[config.mk]
export PLATFORM = sky130hd
export DESIGN_NAME = lwm_div_pipe
export DESIGN_NICKNAME = d
export VERILOG_FILES = /design/src/lwm_div_pipe.sv
export SDC_FILE = /design/constraint.sdc
export NUM_CORES = 2
export LEC_CHECK = 0
export ABC_AREA = 0
export BUFFER_PORTS_ARGS = -buffer_cell sky130_fd_sc_hd__buf_4
export CORE_UTILIZATION = 41
export DETAILED_ROUTE_END_ITERATION = 12
export GPL_TIMING_DRIVEN = 0
export PLACE_DENSITY = 0.63
export SLEW_MARGIN = 40
export SYNTH_ARGS = -nofsm -noshare
export SYNTH_HDL_FRONTEND = slang
export SYNTH_MEMORY_MAX_BITS = 65536
export SYNTH_SLANG_ARGS = --single-unit
export TNS_END_PERCENT = 50
[constraint.sdc]
create_clock -name clk_i -period 3.9 [get_ports clk_i]
set_clock_uncertainty 0.05 [all_clocks]
set_input_delay 0 -clock clk_i [delete_from_list [all_inputs] [get_ports clk_i]]
set_output_delay 0 -clock clk_i [all_outputs]
set_load 0.01 [all_outputs]
[src/lwm_div_pipe.sv]
`timescale 1ns / 1ps

// restoring divider, one quotient bit per register stage
module lwm_div_pipe #(
  parameter int unsigned NUM_W  = 56,
  parameter int unsigned DEN_W  = 16,
  parameter int unsigned SIDE_W = 8
) (
  input  logic              clk_i,
  input  logic              rst_ni,
  input  logic              en_i,
  input  logic              valid_i,
  input  logic [NUM_W-1:0]  num_i,
  input  logic [DEN_W-1:0]  den_i,
  input  logic [SIDE_W-1:0] side_i,
  output logic              valid_o,
  output logic [NUM_W-1:0]  quot_o,
  output logic [DEN_W-1:0]  rem_o,
  output logic [SIDE_W-1:0] side_o
);

  localparam int unsigned WORK_W = DEN_W + NUM_W;

  // one step: shift in the next dividend bit, subtract if it fits
  function automatic logic [WORK_W-1:0] div_step(input logic [WORK_W-1:0] w,
                                                 input logic [DEN_W-1:0]  d);
    logic [DEN_W:0]   t;
    logic [DEN_W:0]   diff;
    logic             qb;
    logic [DEN_W-1:0] rem;
    logic [NUM_W-1:0] num;
    t    = {w[WORK_W-1:NUM_W], w[NUM_W-1]};
    diff = t - {1'b0, d};
    qb   = (t >= {1'b0, d});
    rem  = qb ? diff[DEN_W-1:0] : t[DEN_W-1:0];
    num  = {w[NUM_W-2:0], qb};
    return {rem, num};
  endfunction

  logic [NUM_W-1:0]  valid_q;
  logic [WORK_W-1:0] work_q [NUM_W];
  logic [SIDE_W-1:0] side_q [NUM_W];

  for (genvar k = 0; k < NUM_W; k++) begin : g_stage
    logic              valid_d;
    logic [WORK_W-1:0] work_d;
    logic [SIDE_W-1:0] side_d;

    // stage input
    if (k == 0) begin : g_first
      assign valid_d = valid_i;
      assign work_d  = div_step({{DEN_W{1'b0}}, num_i}, den_i);
      assign side_d  = side_i;
    end else begin : g_next
      assign valid_d = valid_q[k-1];
      assign work_d  = div_step(work_q[k-1], den_i);
      assign side_d  = side_q[k-1];
    end

    // valid bit
    always_ff @(posedge clk_i or negedge rst_ni) begin
      if (!rst_ni) begin
        valid_q[k] <= 1'b0;
      end else if (en_i) begin
        valid_q[k] <= valid_d;
      end
    end

    // partial remainder, quotient bits and carried item data
    always_ff @(posedge clk_i) begin
      if (en_i) begin
        work_q[k] <= work_d;
        side_q[k] <= side_d;
      end
    end
  end

  assign valid_o = valid_q[NUM_W-1];
  assign quot_o  = work_q[NUM_W-1][NUM_W-1:0];
  assign rem_o   = work_q[NUM_W-1][WORK_W-1:NUM_W];
  assign side_o  = side_q[NUM_W-1];

  a_rem_below_den: assert property (@(posedge clk_i) disable iff (!rst_ni)
    valid_o && (den_i != '0) |-> rem_o < den_i)
    else $error("divider remainder not below divisor");

  a_hold_on_stall: assert property (@(posedge clk_i) disable iff (!rst_ni)
    !en_i && valid_o |=> valid_o && $stable(quot_o) && $stable(rem_o))
    else $error("divider output moved while stalled");

endmodule

# After elaboration in Yosys (flattened, before gate mapping)

Memories as Yosys holds them, arrays and structs flattened.
Cells that the tools add are included.

Register bits: 56
Memories: 2
Memory bits (writable): 4480
Input bits: 84

Magnitude comparators: 56
Add/subtract/negate cells: 56
Mux-type cells: 58

Memory list:

| name   | words | bits a word | read ports | clocked after Yosys merged registers in | wr ports | line | RTL |
|---|---|---|---|---|---|---|---|
| work_q | 56    | 72          | 56         | 0                                       | 56       | 41   | `logic [WORK_W-1:0] work_q [NUM_W];` |
| side_q | 56    | 8           | 56         | 0                                       | 56       | 42   | `logic [SIDE_W-1:0] side_q [NUM_W];` |

Operator list:

| kind           | count |
|---|---|
| $ge 17x16->1   | 55 |
| $mux 16        | 56 |
| $sub 16x16->16 | 55 |
| $ge 1x16->1    | 1 |
| $sub 1x16->16  | 1 |
| $mux 1         | 2 |

# Longest topological paths before layout

Depth after elaboration: 2
Gate-level depth with buffers: 13
Gate-level depth less buffers: 11

# Worst setup path after synthesis

OpenSTA, ideal clock, no wires.

Path kind: input to register
Start: input den_i[1]
End: memory work_q[1][712] in the netlist's numbering (data pin)
Data arrival time: 3.660 ns
Cell stages on the path: 12
Path slack: -0.069 ns
Required time: 3.590 ns
Cell sequence: clkbuf_1 inv_1 ha_1 nor2b_1 o21ai_1 a21oi_1 o41ai_4 o21ai_1 o311a_1 nor4_4 buf_6 mux2_2

RTL lines:

| element            | line | RTL |
|---|---|---|
| start: declaration | 14   | `input logic [DEN_W-1:0] den_i,` |
| end: declaration   | 41   |  |

==> results.tsv <==
stage	metric	value	unit
outcome	outcome	finished, final reports clean	
critical_path	r2r endpoint	work_q[0][788]$_DFFE_PP_	
grt	global-route usage over all layers	0.133	
drt	Avg Vias per Cell	5.07	
synth	prevailing post-synth register cell	edfxtp_1	
placed_design	pre-CTS setup slack	-1770	ps
critical_path	crit start category	input port	
floorplan	core footprint	456000	um2
timing	final hold slack	168	ps
timing	endpoints failing hold	0	
timing	setup_tns	0	ps
timing	setup violators final	0	
pwr	Power, Total	164	mW
floorplan	initial cell density of the core	0.412	
clocking	CTS sink cnt	4536	
critical_path	nature of the critical path endpoint	flop	
timing	RSZ-0062 raised after global routing	no	
grt	initial antenna violation count	3	
timing	Final WS setup	212	ps
synth	FF+latch count, synth	4536	
grt	Congestion Overflow GR	0	
clocking	CTS tree	built	
min_path	hold depth	6	
drt	Antenna Nets Post-Route	0	
critical_path	Critical Path RT	4560	ps
synth	Avg Cell Area, Syn	16.4	um2
synth	EDFF count, synth	4480	
finish	share of layout cells above drive strength 1	0.149	
floorplan	# IOs	165	
clocking	CTS root buf	clkbuf_16	
grt	largest net degree at the start of global routing	128	
clocking	H-tree depth	5	
timing	achievable frequency	271	MHz
pwr	LEAKAGE	78.5	nW
timing	Worst-Margin Slew	811	ps
synth	syn_nets	12500	
pwr	power density over the cells	759	nW/um2
finish	Final nets	13400	
floorplan	die area	461000	um2
drt	DR pass1 iterations	5	
drt	DR WL/cell	16.9	um
placed_design	PortBufs	164	
synth	Post-synth ARST share	0.0123	
pwr	peak supply drop	0.000489	V
floorplan	row cnt	248	
synth	Yosys cell types	99	
clocking	Worst-Skew Late Latency	990	ps
synth	Seq/Total Area, Yosys	0.723	
critical_path	Worst Setup Path Type	in -> reg	
clocking	total CTS buffers	469	
critical_path	Setup crit start	den_i[8]	
timing	Worst slew margin	0.456	
critical_path	Worst Path Arrival	4350	ps
floorplan	Die H	679	um
timing	Tcrit/Tclk final	0.946	
clocking	clock-pin slew on the worst setup and hold paths	60	ps
synth	mapped cell area	188000	um2
grt	first-pass GRT wire length	499	mm
drt	DRC Markers	0	
synth	Mapped Cells	11400	
clocking	CTS Buffer Depth	4	
critical_path	worst setup path endpoint	work_q[1][353]$_DFFE_PP_	
critical_path	RR Startpoint	work_q[0][713]$_DFFE_PP_	
drt	drt initial violations	6295	
critical_path	Reg2Reg Depth	11	
placed_design	post-DP HPWL	192	mm
flow_run	Max Cap Viol	0	
drt	routed vias	95100	
floorplan	die width	679	um
min_path	Hold WC Path Type	in -> reg	
timing	fin. max-slew vios	0	
finish	Area Overhead vs Synth	15.3	%
critical_path	R2R setup slack	240	ps
finish	Layout fillers	38600	
placed_design	GPL Wtd Cong	0.836	
timing	min cycle time layout	3690	ps
drt	WL final	317	mm
grt	vias in the first global route	92900	
synth	Synth Warn #	0	
critical_path	CP Max Fanout	36	
what timing repair did:
item	4_1_cts	5_1_grt
pin swaps	0	1
cloned	5	3
setup endpoints to repair	392	213
endpoints found under the hold margin	1007	0
resized for setup	2	11
buffers inserted	0	5
hold buffers	188	0
layout by cell type, fill, tap and decap left out, types with 155 or more instances in the layout:
cell | Yosys | final
dlygate4sd3_1 | 0 | 171
xor2_1 | 171 | 171
clkbuf_16 | 0 | 477
o21ai_0 | 415 | 415
edfxtp_1 | 4480 | 4480
nor2b_1 | 166 | 166
xnor2_1 | 430 | 430
a21oi_1 | 496 | 494
a21o_1 | 195 | 195
mux2_2 | 646 | 646
ha_1 | 882 | 882
nor3_1 | 208 | 208
buf_4 | 90 | 256
nand2_1 | 405 | 405
nand3_1 | 155 | 155
inv_1 | 347 | 332
nor2_1 | 593 | 592
cell usage after synthesis (40+ instances only):
cell	number	area [um2]
edfxtp_1	4480	135000
ha_1	882	11000
mux2_2	646	7270
nor2_1	593	2230
a21oi_1	496	2480
xnor2_1	430	3770
o21ai_0	415	2080
nand2_1	405	1520
inv_1	347	1300
nor3_1	208	1040
a21o_1	195	1460
xor2_1	171	1500
nor2b_1	166	1040
nand3_1	155	776
o21a_1	153	1150
mux2i_1	111	1110
nand2b_1	110	688
nand4_1	110	688
buf_4	90	676
a31oi_1	84	526
o31ai_1	69	518
a211oi_1	59	443
clkbuf_1	59	221
o21bai_1	58	435
dfrtp_1	56	1400
fa_1	55	1100
a21boi_0	53	398
and3_1	52	325
or3_1	50	313
o31a_1	44	385
nor4_1	42	263
o2111ai_1	40	350
per-stage QoR:
| stage | util | area [um2] | std cells |
|---|---|---|---|
| floorplan | - | 188000 | 11400 |
| detailed placement | 0.435 | 199000 | 17700 |
| finish | 0.475 | 217000 | 18700 |
| CTS | 0.475 | 217000 | 18700 |
| global placement | 0.431 | 197000 | 17600 |
| global route | 0.475 | 217000 | 18700 |
flip-flops by register name, indices dropped and copies added (netlist names):
register	flops
g_stage.valid_d	55
work_q	4032
side_q	448
valid_o	1
how the worst min path moves through the flow:
stage | end | slack, ps | startpoint
after floorplan | g_stage[10].valid_d$_DFFE_PN0P_ | -350 | rst_ni
after global placement | g_stage[1].valid_d$_DFFE_PN0P_ | 30 | rst_ni
after detailed placement | g_stage[1].valid_d$_DFFE_PN0P_ | 40 | rst_ni
after CTS | work_q[0][39]$_DFFE_PP_ | 80 | num_i[38]
after global routing | work_q[0][40]$_DFFE_PP_ | 130 | num_i[39]
final | work_q[0][705]$_DFFE_PP_ | 170 | den_i[1]
final cells by class:
class / instances / area [um2] / share of cell area
Inverter: 353 / 1430 / 0.00662
Clock inverter: 323 / 3470 / 0.0160
Timing Repair Buffer: 432 / 5480 / 0.0253
Clock buffer: 548 / 12200 / 0.0562
Antenna cell: 2 / 5.00 / 0.0000231
Sequential cell: 4536 / 136000 / 0.627
Tap cell: 6000 / 7510 / 0.0346
Buffer: 190 / 1150 / 0.00529
Multi-Input combinational cell: 6365 / 49500 / 0.229
per-layer routing:
layer	GRT usage	wire (um)	up-vias
met5	0	0	-
met4	0.0398	8910	0
met3	0.0221	13100	627
met2	0.216	148000	1569
met1	0.184	147000	46400
li1	-	-	46500
worst max-delay path: stages:
cell and delay (ps):
dlygate4sd3_1 550, buf_4 170, inv_8 220, buf_16 360, ha_1 370, a21oi_2 240
o21ai_0 160, or3_1 340, o211a_1 260, a21oi_1 270, o21ai_1 160, nor3_4 440
buf_4 320, mux2_2 370
kinds of logic after synthesis:
kind of cell,count (synthesis),synth area share
fa+ha+maj,937,0.0646
buf+inv,544,0.0131
flops,4536,0.723
mux,779,0.0463
compound gates,2007,0.0709
simple gates,2041,0.0536
xor+xnor,601,0.0280
power by group:
group / switching, mW / internal, mW
Combinational: 26.9 / 24.4
Sequential: 3.61 / 64.8
Clock: 18.5 / 26.2
(Power assumes the default switching activity.)
