<file path="config.mk">
export PLATFORM = sky130hd
export DESIGN_NAME = lwm_shade
export DESIGN_NICKNAME = d
export VERILOG_FILES = /design/src/lwm_pkg.sv /design/src/lwm_shade.sv
export SDC_FILE = /design/constraint.sdc
export NUM_CORES = 1
export LEC_CHECK = 0
export ABC_CLOCK_PERIOD_IN_PS = 6920
export BUFFER_PORTS_ARGS = -buffer_cell sky130_fd_sc_hd__buf_2
export CAP_MARGIN = 20
export CORE_AREA = 2 2 183 185
export CTS_BUF_LIST = sky130_fd_sc_hd__clkbuf_8 sky130_fd_sc_hd__clkbuf_16
export CTS_CLUSTER_DIAMETER = 40
export DETAILED_ROUTE_END_ITERATION = 8
export DIE_AREA = 0 0 185 187
export PLACE_DENSITY = 0.77
export SYNTH_ARGS = -nofsm -noshare
export SYNTH_HDL_FRONTEND = slang
export SYNTH_SLANG_ARGS = --single-unit
export TNS_END_PERCENT = 100
</file>
<file path="constraint.sdc">
create_clock -name clk_i -period 6.92 [get_ports clk_i]
set_clock_uncertainty 0.15 [all_clocks]
set_input_delay 1.038 -clock clk_i [delete_from_list [all_inputs] [get_ports clk_i]]
set_output_delay 1.038 -clock clk_i [all_outputs]
set_load 0.005 [all_outputs]
</file>
<file path="src/lwm_pkg.sv">
`timescale 1ns / 1ps

package lwm_pkg;

  // field widths
  localparam int unsigned CFG_W   = 16;
  localparam int unsigned TICK_W  = 32;
  localparam int unsigned IDX_W   = 16;
  localparam int unsigned COLOR_W = 8;

  // register file
  localparam int unsigned CFG_IDX_W = 2;

  typedef enum logic [CFG_IDX_W-1:0] {
    CFG_WAVE_LENGTH    = 2'd0,
    CFG_WAVE_GAP       = 2'd1,
    CFG_CYCLE_DURATION = 2'd2,
    CFG_STRIP_LENGTH   = 2'd3
  } cfg_idx_e;

  localparam logic [CFG_W-1:0] WAVE_LENGTH_RST    = 16'd100;
  localparam logic [CFG_W-1:0] WAVE_GAP_RST       = 16'd100;
  localparam logic [CFG_W-1:0] CYCLE_DURATION_RST = 16'd50;
  localparam logic [CFG_W-1:0] STRIP_LENGTH_RST   = 16'd60;

  // ramp is phase * 512 / wave_length
  localparam int unsigned RAMP_SHIFT = 9;

  // exact floor(t / 255) for 16-bit t: (t * 0x8081) >> 23
  localparam int unsigned     CURVE_W      = 16;
  localparam logic [15:0]     DIV255_MAGIC = 16'h8081;
  localparam int unsigned     DIV255_SHIFT = 23;
  localparam int unsigned     MAGIC_PROD_W = 32;
  localparam logic [8:0]      CURVE_MAX    = 9'd255;

  typedef struct packed {
    logic [COLOR_W-1:0] red;
    logic [COLOR_W-1:0] green;
    logic [COLOR_W-1:0] blue;
  } rgb_t;

endpackage

</file>
<file path="src/lwm_shade.sv">
`timescale 1ns / 1ps

// ramp fold, square curve and channel scaling
module lwm_shade #(
  parameter int unsigned FRAC_BITS = 8
) (
  input  logic                            clk_i,
  input  logic                            rst_ni,
  input  logic                            en_i,
  input  logic                            valid_i,
  input  logic                            dark_i,
  input  logic [lwm_pkg::RAMP_SHIFT+FRAC_BITS-1:0] ramp_i,
  input  lwm_pkg::rgb_t                   rgb_i,
  output logic                            valid_o,
  output lwm_pkg::rgb_t                   rgb_o
);

  import lwm_pkg::*;

  localparam int unsigned RAMP_W = RAMP_SHIFT + FRAC_BITS;
  localparam int unsigned FOLD_W = RAMP_W - 1;
  localparam int unsigned SQ_W   = 2 * FOLD_W;
  localparam logic [RAMP_W-1:0] RAMP_HALF = RAMP_W'(255) << FRAC_BITS;
  localparam logic [RAMP_W-1:0] RAMP_TOP  = RAMP_W'(511) << FRAC_BITS;

  logic d_valid_q, e_valid_q, f_valid_q, valid_q;
  logic d_dark_q, e_dark_q, f_dark_q;
  rgb_t d_rgb_q, e_rgb_q, f_rgb_q, rgb_q;
  logic [FOLD_W-1:0]       fold_d, d_fold_q;
  logic [SQ_W-1:0]         sq_d, e_sq_q;
  logic [MAGIC_PROD_W-1:0] magic_d, f_magic_q;
  logic [8:0]              curve_raw;
  logic [8:0]              gain;
  logic [COLOR_W+8:0]      red_prod, green_prod, blue_prod;
  rgb_t                    rgb_d;

  // fold the falling half of the ramp, clamp below zero
  always_comb begin
    if (ramp_i > RAMP_TOP) begin
      fold_d = '0;
    end else if (ramp_i > RAMP_HALF) begin
      fold_d = FOLD_W'(RAMP_TOP - ramp_i);
    end else begin
      fold_d = ramp_i[FOLD_W-1:0];
    end
  end

  // square of the ramp
  assign sq_d = d_fold_q * d_fold_q;

  // whole part of the square, divided by 255 through the reciprocal
  assign magic_d = e_sq_q[2*FRAC_BITS +: CURVE_W] * DIV255_MAGIC;

  // saturate the curve and scale each channel by (1 + s) / 256
  always_comb begin
    curve_raw  = f_magic_q[DIV255_SHIFT +: 9];
    gain       = ((curve_raw > CURVE_MAX) ? CURVE_MAX : curve_raw) + 9'd1;
    red_prod   = f_rgb_q.red * gain;
    green_prod = f_rgb_q.green * gain;
    blue_prod  = f_rgb_q.blue * gain;
    if (f_dark_q) begin
      rgb_d = '0;
    end else begin
      rgb_d.red   = red_prod[8 +: COLOR_W];
      rgb_d.green = green_prod[8 +: COLOR_W];
      rgb_d.blue  = blue_prod[8 +: COLOR_W];
    end
  end

  // valid bits
  always_ff @(posedge clk_i or negedge rst_ni) begin
    if (!rst_ni) begin
      d_valid_q <= 1'b0;
      e_valid_q <= 1'b0;
      f_valid_q <= 1'b0;
      valid_q   <= 1'b0;
    end else if (en_i) begin
      d_valid_q <= valid_i;
      e_valid_q <= d_valid_q;
      f_valid_q <= e_valid_q;
      valid_q   <= f_valid_q;
    end
  end

  // stage data
  always_ff @(posedge clk_i) begin
    if (en_i) begin
      d_fold_q  <= fold_d;
      d_dark_q  <= dark_i;
      d_rgb_q   <= rgb_i;
      e_sq_q    <= sq_d;
      e_dark_q  <= d_dark_q;
      e_rgb_q   <= d_rgb_q;
      f_magic_q <= magic_d;
      f_dark_q  <= e_dark_q;
      f_rgb_q   <= e_rgb_q;
      rgb_q     <= rgb_d;
    end
  end

  assign valid_o = valid_q;
  assign rgb_o   = rgb_q;

  a_dark_is_black: assert property (@(posedge clk_i) disable iff (!rst_ni)
    en_i && f_valid_q && f_dark_q |=> valid_q && (rgb_q == '0))
    else $error("item in the dark gap did not come out black");

endmodule

</file>
After elaboration in Yosys (flattened, before gate mapping)
Index checks and enable logic that the tools add are counted.

cells by class
  add/subtract/negate cells = 2
  $mul = 5
  magnitude comparators = 3
  muxes and demuxes = 2

operators by type and width
  cell                                                             count
  multiplier 8 x 9 -> 16 bit                                       3
  multiplier 16 x 16 -> 32 bit                                     1
  multiplier 16 x 16 -> 32 bit, second input constant              1
  greater-than comparator 17 x 16 -> 1 bit, second input constant  1
  greater-than comparator 17 bit, second input constant            1
  two-way mux 16 bit                                               1
  subtractor 16 bit, first input constant                          1
  adder 9 x 1 -> 9 bit, second input constant                      1
  greater-than comparator 9 x 8 -> 1 bit, second input constant    1
  two-way mux 9 bit                                                1

storage, ports and cells
  bits in registers = 183
  bits of input ports = 46
  output and inout bits = 25

Longest topological paths before layout
Gate-level depths: netlist of the first run.

  depth in word-level cells = 4
  depth in mapped cells = 25

Worst setup path after synthesis of the first run
Ideal clock, no wire load.

  path kind = register to register
  from = register f_magic_q[31]
  to = register rgb_q (netlist bit rgb_o[23]) (data pin)
  setup time = 0.266 ns
  arrival time = 5.823 ns
  data required time = 6.504 ns
  setup slack = 0.681 ns
  stages on the path, launching flop included = 23
  clock period less this slack = 6.239 ns
  cells stage by stage = edfxtp_1 > clkbuf_1 > nor2_1 > clkbuf_1 > inv_1 > ha_1 > xnor2_1 > clkbuf_1 > and2_1 > fa_1 > fa_1 > fa_1 > inv_1 > fa_1 > inv_1 > ha_1 > a21o_1 > a21o_1 > a22o_1 > a211o_1 > o31ai_1 > xnor2_1 > nor2_1

on the way
  longest elaborated chain between the ends = 4

ends and longest elaborated chain
  what                                    line             source
  start: declaration                      lwm_shade.sv:31  logic [MAGIC_PROD_W-1:0] magic_d, f_magic_q;
  start signal: assignment                lwm_shade.sv:94  f_magic_q <= magic_d;
  greater-than comparator 9 x 8 -> 1 bit  lwm_shade.sv:57  gain = ((curve_raw > CURVE_MAX) ? CURVE_MAX : curve_raw) + 9'd1;
  two-way mux 9 bit *                     lwm_shade.sv:57
  adder 9 x 1 -> 9 bit *                  lwm_shade.sv:57
  multiplier 8 x 9 -> 16 bit *            lwm_shade.sv:58  red_prod = f_rgb_q.red * gain;
  end signal: assignment                  lwm_shade.sv:97  rgb_q <= rgb_d;
  end: declaration                        lwm_shade.sv:28  rgb_t d_rgb_q, e_rgb_q, f_rgb_q, rgb_q;

Mark *: on every way between the ends. The rest lies on a longest branch, timed or not.
A chain may end at the register's enable or synchronous reset.

Worst setup path in the final report of the first run
  from = register d_fold_q[10]
  to = register e_sq_q[30] (data pin)

on the way
  longest elaborated chain between the ends = 1

ends and longest elaborated chain
  what                          line             source
  start: declaration            lwm_shade.sv:29  logic [FOLD_W-1:0] fold_d, d_fold_q;
  start signal: assignment      lwm_shade.sv:88  d_fold_q <= fold_d;
  multiplier 16 x 16 -> 32 bit  lwm_shade.sv:49  assign sq_d = d_fold_q * d_fold_q;
  net sq_d[30]                  lwm_shade.sv:30  logic [SQ_W-1:0] sq_d, e_sq_q;
  end signal: assignment        lwm_shade.sv:91  e_sq_q <= sq_d;
  end: declaration              lwm_shade.sv:30

The timed path passes the listed nets, and every way through them passes these cells.

==> results.json, run 1 <==
{
  "hold_slack_ns": 0.2253,
  "grt_first_pass_wirelength_mm": 65.14,
  "r2r_cells": 21,
  "dp_cells": 2376,
  "cts-buffers-inserted": 17,
  "synth_enable_flop_cells": 140,
  "io_pins": 71,
  "routed_via_density": 5.353,
  "worstSetupPathType": "reg2reg",
  "fmax_mhz": 148.9,
  "hold_viol": 0,
  "yosysUniqueCellTypes": 57,
  "synth_area_per_cell_um2": 10.24,
  "die-area_um2": 34600,
  "routabilityCongestion": 0.9062,
  "diodes": 0,
  "fp.dieW_um": 185,
  "syn_inst": 1878,
  "ys_warn_count": 0,
  "tightest_slew_ns": 1.063,
  "drive_gt1_share_pct": 7.728,
  "hold_path.class": "in2async",
  "start_util_pct": 58.55,
  "required_ns": 6.96,
  "finalCritPeriodShare_pct": 97.03,
  "reg2reg_from": "d_fold_q[10]",
  "max_slew_margin_pct": 29.15,
  "grt_use_total_pct": 23.67,
  "root_buffer": "clkbuf_16",
  "syn-num-nets": 2467,
  "stdcell_count": 2415,
  "yosysSeqAreaShare_pct": 22.37,
  "num_rows": 67,
  "multi_input_area_um2": 13260,
  "ff2ff_setup_slack_ns": 0.21,
  "maxCapViolations": 0,
  "grt_start_max_net_pins": 92,
  "grt_pass1_vias": 14080,
  "setup_violations": 0,
  "core-area_um2": 32860,
  "tritoncts": "done",
  "grt_overflow": 0,
  "wl_mm": 37.97,
  "n_fill_cell": 2663,
  "dp_hpwl_mm": 30.78,
  "clkTransAtPathRegs_ns": 0.07,
  "area_delta_synth_final_pct": 8.044,
  "drt_iter0_drc": 614,
  "ys_ff_latch": 144,
  "ctsHoldBuffers": 0,
  "wire_per_inst_um": 15.72,
  "min_period_ns": 6.715,
  "yosysTopAreaCell": "fa_1",
  "vias": 12930,
  "critPathMaxFanout": 9,
  "critPathLaunch": "d_fold_q[10]",
  "clk_latency_ns": 0.44,
  "cts.sinks": 144,
  "yosys-top-cells-area": "fa_1 (29%), edfxtp_1 (22%), ha_1 (17%)",
  "dr.pass1.iters": 8,
  "status": "finished clean",
  "ys.flop_type": "edfxtp_1",
  "antenna_left": 0,
  "syn-cell-area_um2": 19240,
  "dp_slack_ns": 0.1523,
  "drt_drc_violations_left": 0,
  "cp.arrival_ns": 6.76,
  "numPortBuffers": 70,
  "setup_slack_ns": 0.2054,
  "regArea_um2": 4304,
  "grt_antenna_before_repair": 0,
  "final_nets": 2543,
  "slew_violations": 0,
  "end_kind": "flip-flop",
  "cts_buffer_depth": 2,
  "die_y_um": 187,
  "cts_htree_levels": 4,
  "cp-start-kind": "flip-flop",
  "synth.top_cell.area_share_pct": 29.45,
  "synthArstFlopShare_pct": 2.778
}
-- area by class of cell --
cell class | count | area share, %
Clock buffer | 17 | 2.046
Clock inverter | 15 | 0.7825
Inverter | 403 | 7.277
Multi-Input combinational cell | 1291 | 63.80
Sequential cell | 144 | 20.71
Tap cell | 448 | 2.697
Timing Repair Buffer | 97 | 2.691
-- Yosys cell counts, types with 5 or more instances --
cell        n
inv_1     402
fa_1      283
ha_1      260
and2_1    185
nand2_1   149
edfxtp_1  140
nor2_1     87
a21oi_1    42
xnor2_1    42
clkbuf_1   38
nor3_1     28
o21ai_0    27
a21o_1     22
xor2_1     22
o21a_1     18
nand3_1    13
a31oi_1     9
nand4_1     9
and3_1      8
nand2b_1    8
a211oi_1    7
a211o_1     5
mux2_2      5
or3_2       5
-- state kept, by name (all words and copies together), names as in the netlist, 9 cells and up --
register / cells
e_sq_q: 16
d_fold_q: 16
d_rgb_q: 24
f_rgb_q: 24
f_magic_q: 9
e_rgb_q: 24
rgb_o: 24
-- cell usage in the layout, fill, tap and decap left out, drive strengths merged, types with 5 or more instances in the layout --
cell type / n
xnor2: 42
mux2: 5
nand4: 9
a211oi: 7
or3: 10
buf: 97
nor2b: 5
ha: 260
nand2: 149
a21oi: 44
fa: 283
nand2b: 8
o21ai: 27
inv: 411
nand3: 13
xor2: 22
nor3: 28
a31oi: 9
nor2: 87
a21o: 22
edfxtp: 140
and4: 5
o21a: 18
clkbuf: 17
and2: 185
a211o: 5
and3: 8
-- cell families (layout without fill, tap and decap cells) --
logic type      after synthesis  count (layout)  share of synthesized area (%)
buf+inv                     443             532                          8.721
mux                           7               7                         0.3967
simple gates                518             518                          13.76
compound gates              159             159                          5.482
xor+xnor                     64              64                          2.913
fa+ha+maj                   543             543                          46.35
flops                       144             144                          22.37
-- per-stage QoR --
stage                     util, %  instance area [um2]  setup TNS, ns
after global placement      61.29                20140              0
after detailed placement    61.29                20140              0
final                       63.26                20790              0
after global routing        63.26                20790      -0.001295
after floorplan                 -                19240              0
after CTS                   63.08                20730              0
-- metal layers --
metal	global-route usage, %	up-vias	wire length (um)
li1	-	6101	-
met4	8.791	0	1055
met2	42.87	243	19840
met5	0	-	0
met1	28.61	6511	15940
met3	3.154	72	1130
-- final timing paths --
check / to
min in group clk_i: f_rgb_q[19]
max in group asynchronous: e_valid_q
max reg2reg: e_sq_q[30]
max: e_sq_q[30]
min reg2reg: f_rgb_q[19]
min: valid_o
-- critical path, cell delays in order (launching register included) --
cell	delay, ns
edfxtp_1	0.52
clkinv_1	0.37
nor2_1	0.25
fa_1	0.44
inv_1	0.11
fa_1	0.40
inv_1	0.09
fa_1	0.45
fa_1	0.55
inv_1	0.05
fa_1	0.45
fa_1	0.49
inv_1	0.04
ha_1	0.32
and4_4	0.23
and4_1	0.21
a221oi_2	0.07
buf_4	0.17
a211oi_2	0.43
o32a_1	0.32
nor4b_1	0.07
a211o_1	0.27
-- repair_timing --
action / CTS / global route
gates resized for setup: 0 / 1
setup endpoints to repair: 0 / 2
endpoints found under the hold margin: 0 / 0
buffers inserted: 0 / 7
Power of run 1 is left out: the tool's default activity adds up to more than one toggle a clock period on the data nets, which glitch-free logic cannot reach.
==> run 2: changes to the inputs <==
- ABC_CLOCK_PERIOD_IN_PS: 6920 -> 6500
- SKIP_CTS_REPAIR_TIMING: default -> 1
- clock period: 6.92 -> 6.5 ns (I/O delays scaled with it)
==> run 2 against run 1 <==
Compared with the run above:
- sequential share of layout area shrank 0.20 points
- global-route usage rose by 0.43 points
- core utilization rose by 0.62 points
- cell count grew 0.66%
- die area stayed put
- highest routed layer unchanged
- largest cell class unchanged
- worst hold slack worse by 0.061 ns
- critical path depth is 1 higher
- via count grew 1.2%
- flip-flop and latch count stayed put
==> results.json, run 2 (synthesis gave the netlist of run 1 again) <==
{
  "r2r_cells": 22,
  "required_ns": 6.55,
  "root_buffer": "clkbuf_16",
  "tightest_slew_ns": 0.9845,
  "slew_violations": 0,
  "n_fill_cell": 2641,
  "max_slew_margin_pct": 34.37,
  "routed_via_density": 5.384,
  "cts.sinks": 144,
  "cp.depth": 22,
  "fmax_mhz": 157.5,
  "grt_antenna_before_repair": 0,
  "hold_path.class": "in2async",
  "grt_pass1_vias": 14310,
  "wire_per_inst_um": 16.10,
  "cp_num_buf_inv": 7,
  "wl_mm": 39.14,
  "setup_violations": 0,
  "maxCapViolations": 0,
  "antenna_left": 0,
  "die-area_um2": 34600,
  "routabilityCongestion": 0.9119,
  "grt_start_max_net_pins": 79,
  "area_delta_synth_final_pct": 9.098,
  "dp_hpwl_mm": 31.14,
  "hold_viol": 0,
  "status": "finished clean",
  "fp.dieW_um": 185,
  "cp-start-kind": "flip-flop",
  "critPathTopFamily": "adder cells",
  "hold_slack_ns": 0.1648,
  "cts_htree_levels": 4,
  "critPathMaxFanout": 4,
  "cts_buffer_depth": 2,
  "finalCritPeriodShare_pct": 97.65,
  "final_common_cell": "inv_1",
  "grt_overflow": 0,
  "worstSetupPathType": "reg2reg",
  "dr.pass1.iters": 5,
  "tritoncts": "done",
  "crit_path_top_delay_cell": "fa_1",
  "io_pins": 71,
  "final_cell_mix": "inv_1 (402), fa_1 (283), ha_1 (259)",
  "drt_iter0_drc": 719,
  "clk_latency_ns": 0.45,
  "cp.arrival_ns": 6.39,
  "final_nets": 2559,
  "die_y_um": 187,
  "diodes": 0,
  "start_util_pct": 58.55,
  "cts-buffers-inserted": 17,
  "core-area_um2": 32860,
  "vias": 13090,
  "grt_use_total_pct": 24.11,
  "r2r-end": "e_sq_q[30]",
  "grt_first_pass_wirelength_mm": 66.00,
  "crit_chain": "nand2_1 -> inv_1 -> fa_1 -> inv_1 -> fa_1 -> inv_1 -> fa_1 -> inv_1 -> fa_1 -> inv_1 -> fa_1 -> inv_1 -> fa_1 -> inv_1 -> ha_1 -> nand2_1 -> o21ai_0 -> a221oi_4 -> a211oi_4 -> o32a_1 -> nor4b_2 -> a211o_1",
  "clkTransAtPathRegs_ns": 0.07,
  "ff2ff_setup_slack_ns": 0.15,
  "drive_gt1_share_pct": 8.926,
  "reg2reg_from": "d_fold_q[10]",
  "drt_drc_violations_left": 0,
  "num_rows": 67,
  "end_kind": "flip-flop",
  "min_period_ns": 6.347,
  "crit_top_cell": "inv_1",
  "numPortBuffers": 70,
  "max_stage_delay_ns": 0.53
}
-- run 2: cell types whose count changed in the layout (fill, tap and decap cells not counted), moves of 3 or more --
| cell | before | now |
|---|---|---|
| a21oi_1 | 42 | 38 |
| a21oi_2 | 1 | 5 |
| buf_4 | 27 | 43 |
| clkinvlp_4 | 3 | 0 |
-- run 2: how the worst max path moves through the flow --
| stage | start | endpoint | slack [ns] |
|---|---|---|---|
| finish | d_fold_q[10] | e_sq_q[30] | 0.15 |
| global route | d_fold_q[10] | e_sq_q[30] | -0.03 |
| CTS | d_fold_q[2] | e_sq_q[30] | -0.03 |
| detailed placement | d_fold_q[2] | e_sq_q[30] | 0.04 |
| global placement | d_fold_q[10] | e_sq_q[30] | 0.19 |
| floorplan | f_magic_q[31] | rgb_o[23] | 0.26 |
-- run 2: metal layers --
| metal | routed length, um | track usage [%] |
|---|---|---|
| met5 | 0 | 0 |
| met4 | 1067 | 8.700 |
| met3 | 1895 | 4.011 |
| met2 | 20150 | 43.20 |
| met1 | 16030 | 29.11 |
-- run 2: final cells by class --
class,count,area (um2),share of cell area (%)
clock buffer,17,425.4,2.027
clock inverter,15,181.4,0.8643
inverter,403,1513,7.207
multi-input combinational,1291,13330,63.49
sequential,144,4304,20.51
tap,448,560.5,2.670
timing repair buffer,113,679.4,3.237
-- run 2: through the flow --
step	TNS [ns]	std cells	cell area [um2]	setup slack [ns]	utilization (%)
finish	0	2431	20990	0.1525	63.87
global route	-0.08266	2431	20990	-0.03325	63.87
CTS	-0.02671	2429	20910	-0.02671	63.62
detailed placement	0	2397	20300	0.03562	61.77
global placement	0	2397	20300	0.1871	61.77
floorplan	0	1878	19240	0.2610	-
Power of run 2 is left out for the same reason.
==> run 3: changes to the inputs <==
--- a/config.mk
+++ b/config.mk
@@ -7,5 +7,4 @@
 export LEC_CHECK = 0
 export ABC_CLOCK_PERIOD_IN_PS = 6500
-export BUFFER_PORTS_ARGS = -buffer_cell sky130_fd_sc_hd__buf_2
 export CAP_MARGIN = 20
 export CORE_AREA = 2 2 183 185
@@ -14,5 +13,7 @@
 export DETAILED_ROUTE_END_ITERATION = 8
 export DIE_AREA = 0 0 185 187
-export PLACE_DENSITY = 0.77
+export DONT_BUFFER_PORTS = 1
+export PLACE_DENSITY = 0.75
+export REMOVE_ABC_BUFFERS = 1
 export SKIP_CTS_REPAIR_TIMING = 1
 export SYNTH_ARGS = -nofsm -noshare
--- a/constraint.sdc
+++ b/constraint.sdc
@@ -3,3 +3,3 @@
 set_input_delay 0.975 -clock clk_i [delete_from_list [all_inputs] [get_ports clk_i]]
 set_output_delay 0.975 -clock clk_i [all_outputs]
-set_load 0.005 [all_outputs]
+set_load 0.1 [all_outputs]
==> run 3 against run 2 <==
Compared with the run above:
- first-iteration DRC count down 14%
- final area shrank 1.9%
- cell count fell by 3.0%
- critical endpoint unchanged
==> results.json, run 3 (synthesis gave the netlist of run 1 again) <==
{
  "min_period_ns": 6.316,
  "start_util_pct": 58.55,
  "tightest_slew_ns": 0.9620,
  "tritoncts": "done",
  "numPortBuffers": 0,
  "root_buffer": "clkbuf_16",
  "critPathMaxFanout": 9,
  "vias": 12680,
  "clk_latency_ns": 0.46,
  "antenna_left": 0,
  "clkTransAtPathRegs_ns": 0.07,
  "grt_antenna_before_repair": 0,
  "core-area_um2": 32860,
  "grt_first_pass_wirelength_mm": 66.50,
  "status": "finished clean",
  "grt_pass1_vias": 13770,
  "required_ns": 6.56,
  "fmax_mhz": 158.3,
  "rsz0062_at_grt": "yes",
  "wl_mm": 38.42,
  "worstSetupPathType": "reg2reg",
  "drive_gt1_share_pct": 5.285,
  "num_rows": 67,
  "drt_drc_violations_left": 0,
  "setup_slack_ns": 0.1841,
  "io_pins": 71,
  "regArea_um2": 4304,
  "cts-buffers-inserted": 17,
  "routabilityCongestion": 0.9192,
  "dr.pass1.iters": 6,
  "final_cell_mix": "inv_1 (402), fa_1 (283), ha_1 (260)",
  "ff2ff_setup_slack_ns": 0.18,
  "fp.dieW_um": 185,
  "die_y_um": 187,
  "maxCapViolations": 0,
  "hold_path.class": "in2async",
  "drt_iter0_drc": 620,
  "cts_buffer_depth": 2,
  "grt_start_max_net_pins": 145,
  "multi_input_area_um2": 13290,
  "r2r_cells": 20,
  "finalCritPeriodShare_pct": 97.17,
  "grt_use_total_pct": 24.30,
  "die-area_um2": 34600,
  "cp.arrival_ns": 6.37,
  "wire_per_inst_um": 16.28,
  "setup_violations": 0,
  "final_common_cell": "inv_1",
  "hold_viol": 0,
  "max_slew_margin_pct": 35.86,
  "cts_htree_levels": 4,
  "cts.sinks": 144,
  "routed_via_density": 5.376,
  "diodes": 0,
  "end_kind": "flip-flop",
  "grt_overflow": 0,
  "dp_slack_ns": 0.06581,
  "dp_hpwl_mm": 31.05,
  "slew_violations": 0,
  "utilization_pct": 62.69,
  "area_delta_synth_final_pct": 7.075,
  "final_nets": 2487,
  "n_fill_cell": 2667,
  "cp-start-kind": "flip-flop"
}
## run 3: cell types whose count changed in the layout (fill, tap and decap cells not counted), sizes merged
cell      delta
bufinv       +1
clkinvlp     +2
clkinv       -1
clkbuf       +1
inv          -3
buf         -72
## run 3: worst max-delay path, cell delays in order (launching register included)
cell and delay (ns):
edfxtp_1 0.39, buf_4 0.19, inv_1 0.09, nor2_1 0.06, fa_1 0.52, inv_1 0.07
fa_1 0.55, inv_1 0.06, fa_1 0.48, fa_1 0.55, inv_1 0.05, fa_1 0.45
fa_1 0.49, inv_1 0.05, ha_1 0.31, and4_4 0.21, and4_1 0.21, a221oi_2 0.33
a211oi_2 0.16, o32a_1 0.43, a211o_1 0.28
## run 3: layer usage
layer / GRT usage [%] / routed length [um] / share of wire [%]
met1: 30.79 / 16120 / 42
met2: 42.52 / 19720 / 51
met3: 3.505 / 1553 / 4.0
met4: 8.333 / 1015 / 2.6
met5: 0 / 0 / 0
## run 3: final timing paths
kind	start	to
worst max-delay path	d_fold_q[11]	e_sq_q[30]
worst min-delay path	rst_ni	d_valid_q
worst max register to register	d_fold_q[11]	e_sq_q[30]
worst min register to register	e_rgb_q[6]	f_rgb_q[6]
max in group asynchronous	rst_ni	f_valid_q
min in group clk_i	e_rgb_q[6]	f_rgb_q[6]
## run 3: layout make-up
type | instances | share of cell area, %
Multi-Input combinational cell | 1291 | 64.52
Inverter | 403 | 7.343
Timing Repair Buffer | 41 | 1.573
Tap cell | 448 | 2.721
Sequential cell | 144 | 20.89
Clock inverter | 14 | 0.8199
Clock buffer | 18 | 2.132
## run 3: per-stage QoR
step	instances	hold WS [ns]	cell area, um2	TNS [ns]
3_3_place_gp	2324	0.2509	19930	0
5_1_grt	2359	0.03723	20600	-0.1015
2_1_floorplan	1838	0.2503	19070	-0.03660
3_5_place_dp	2324	0.2545	19930	0
6_report	2359	0.05926	20600	0
4_1_cts	2356	0.03411	20540	0
Power of run 3 is left out for the same reason.
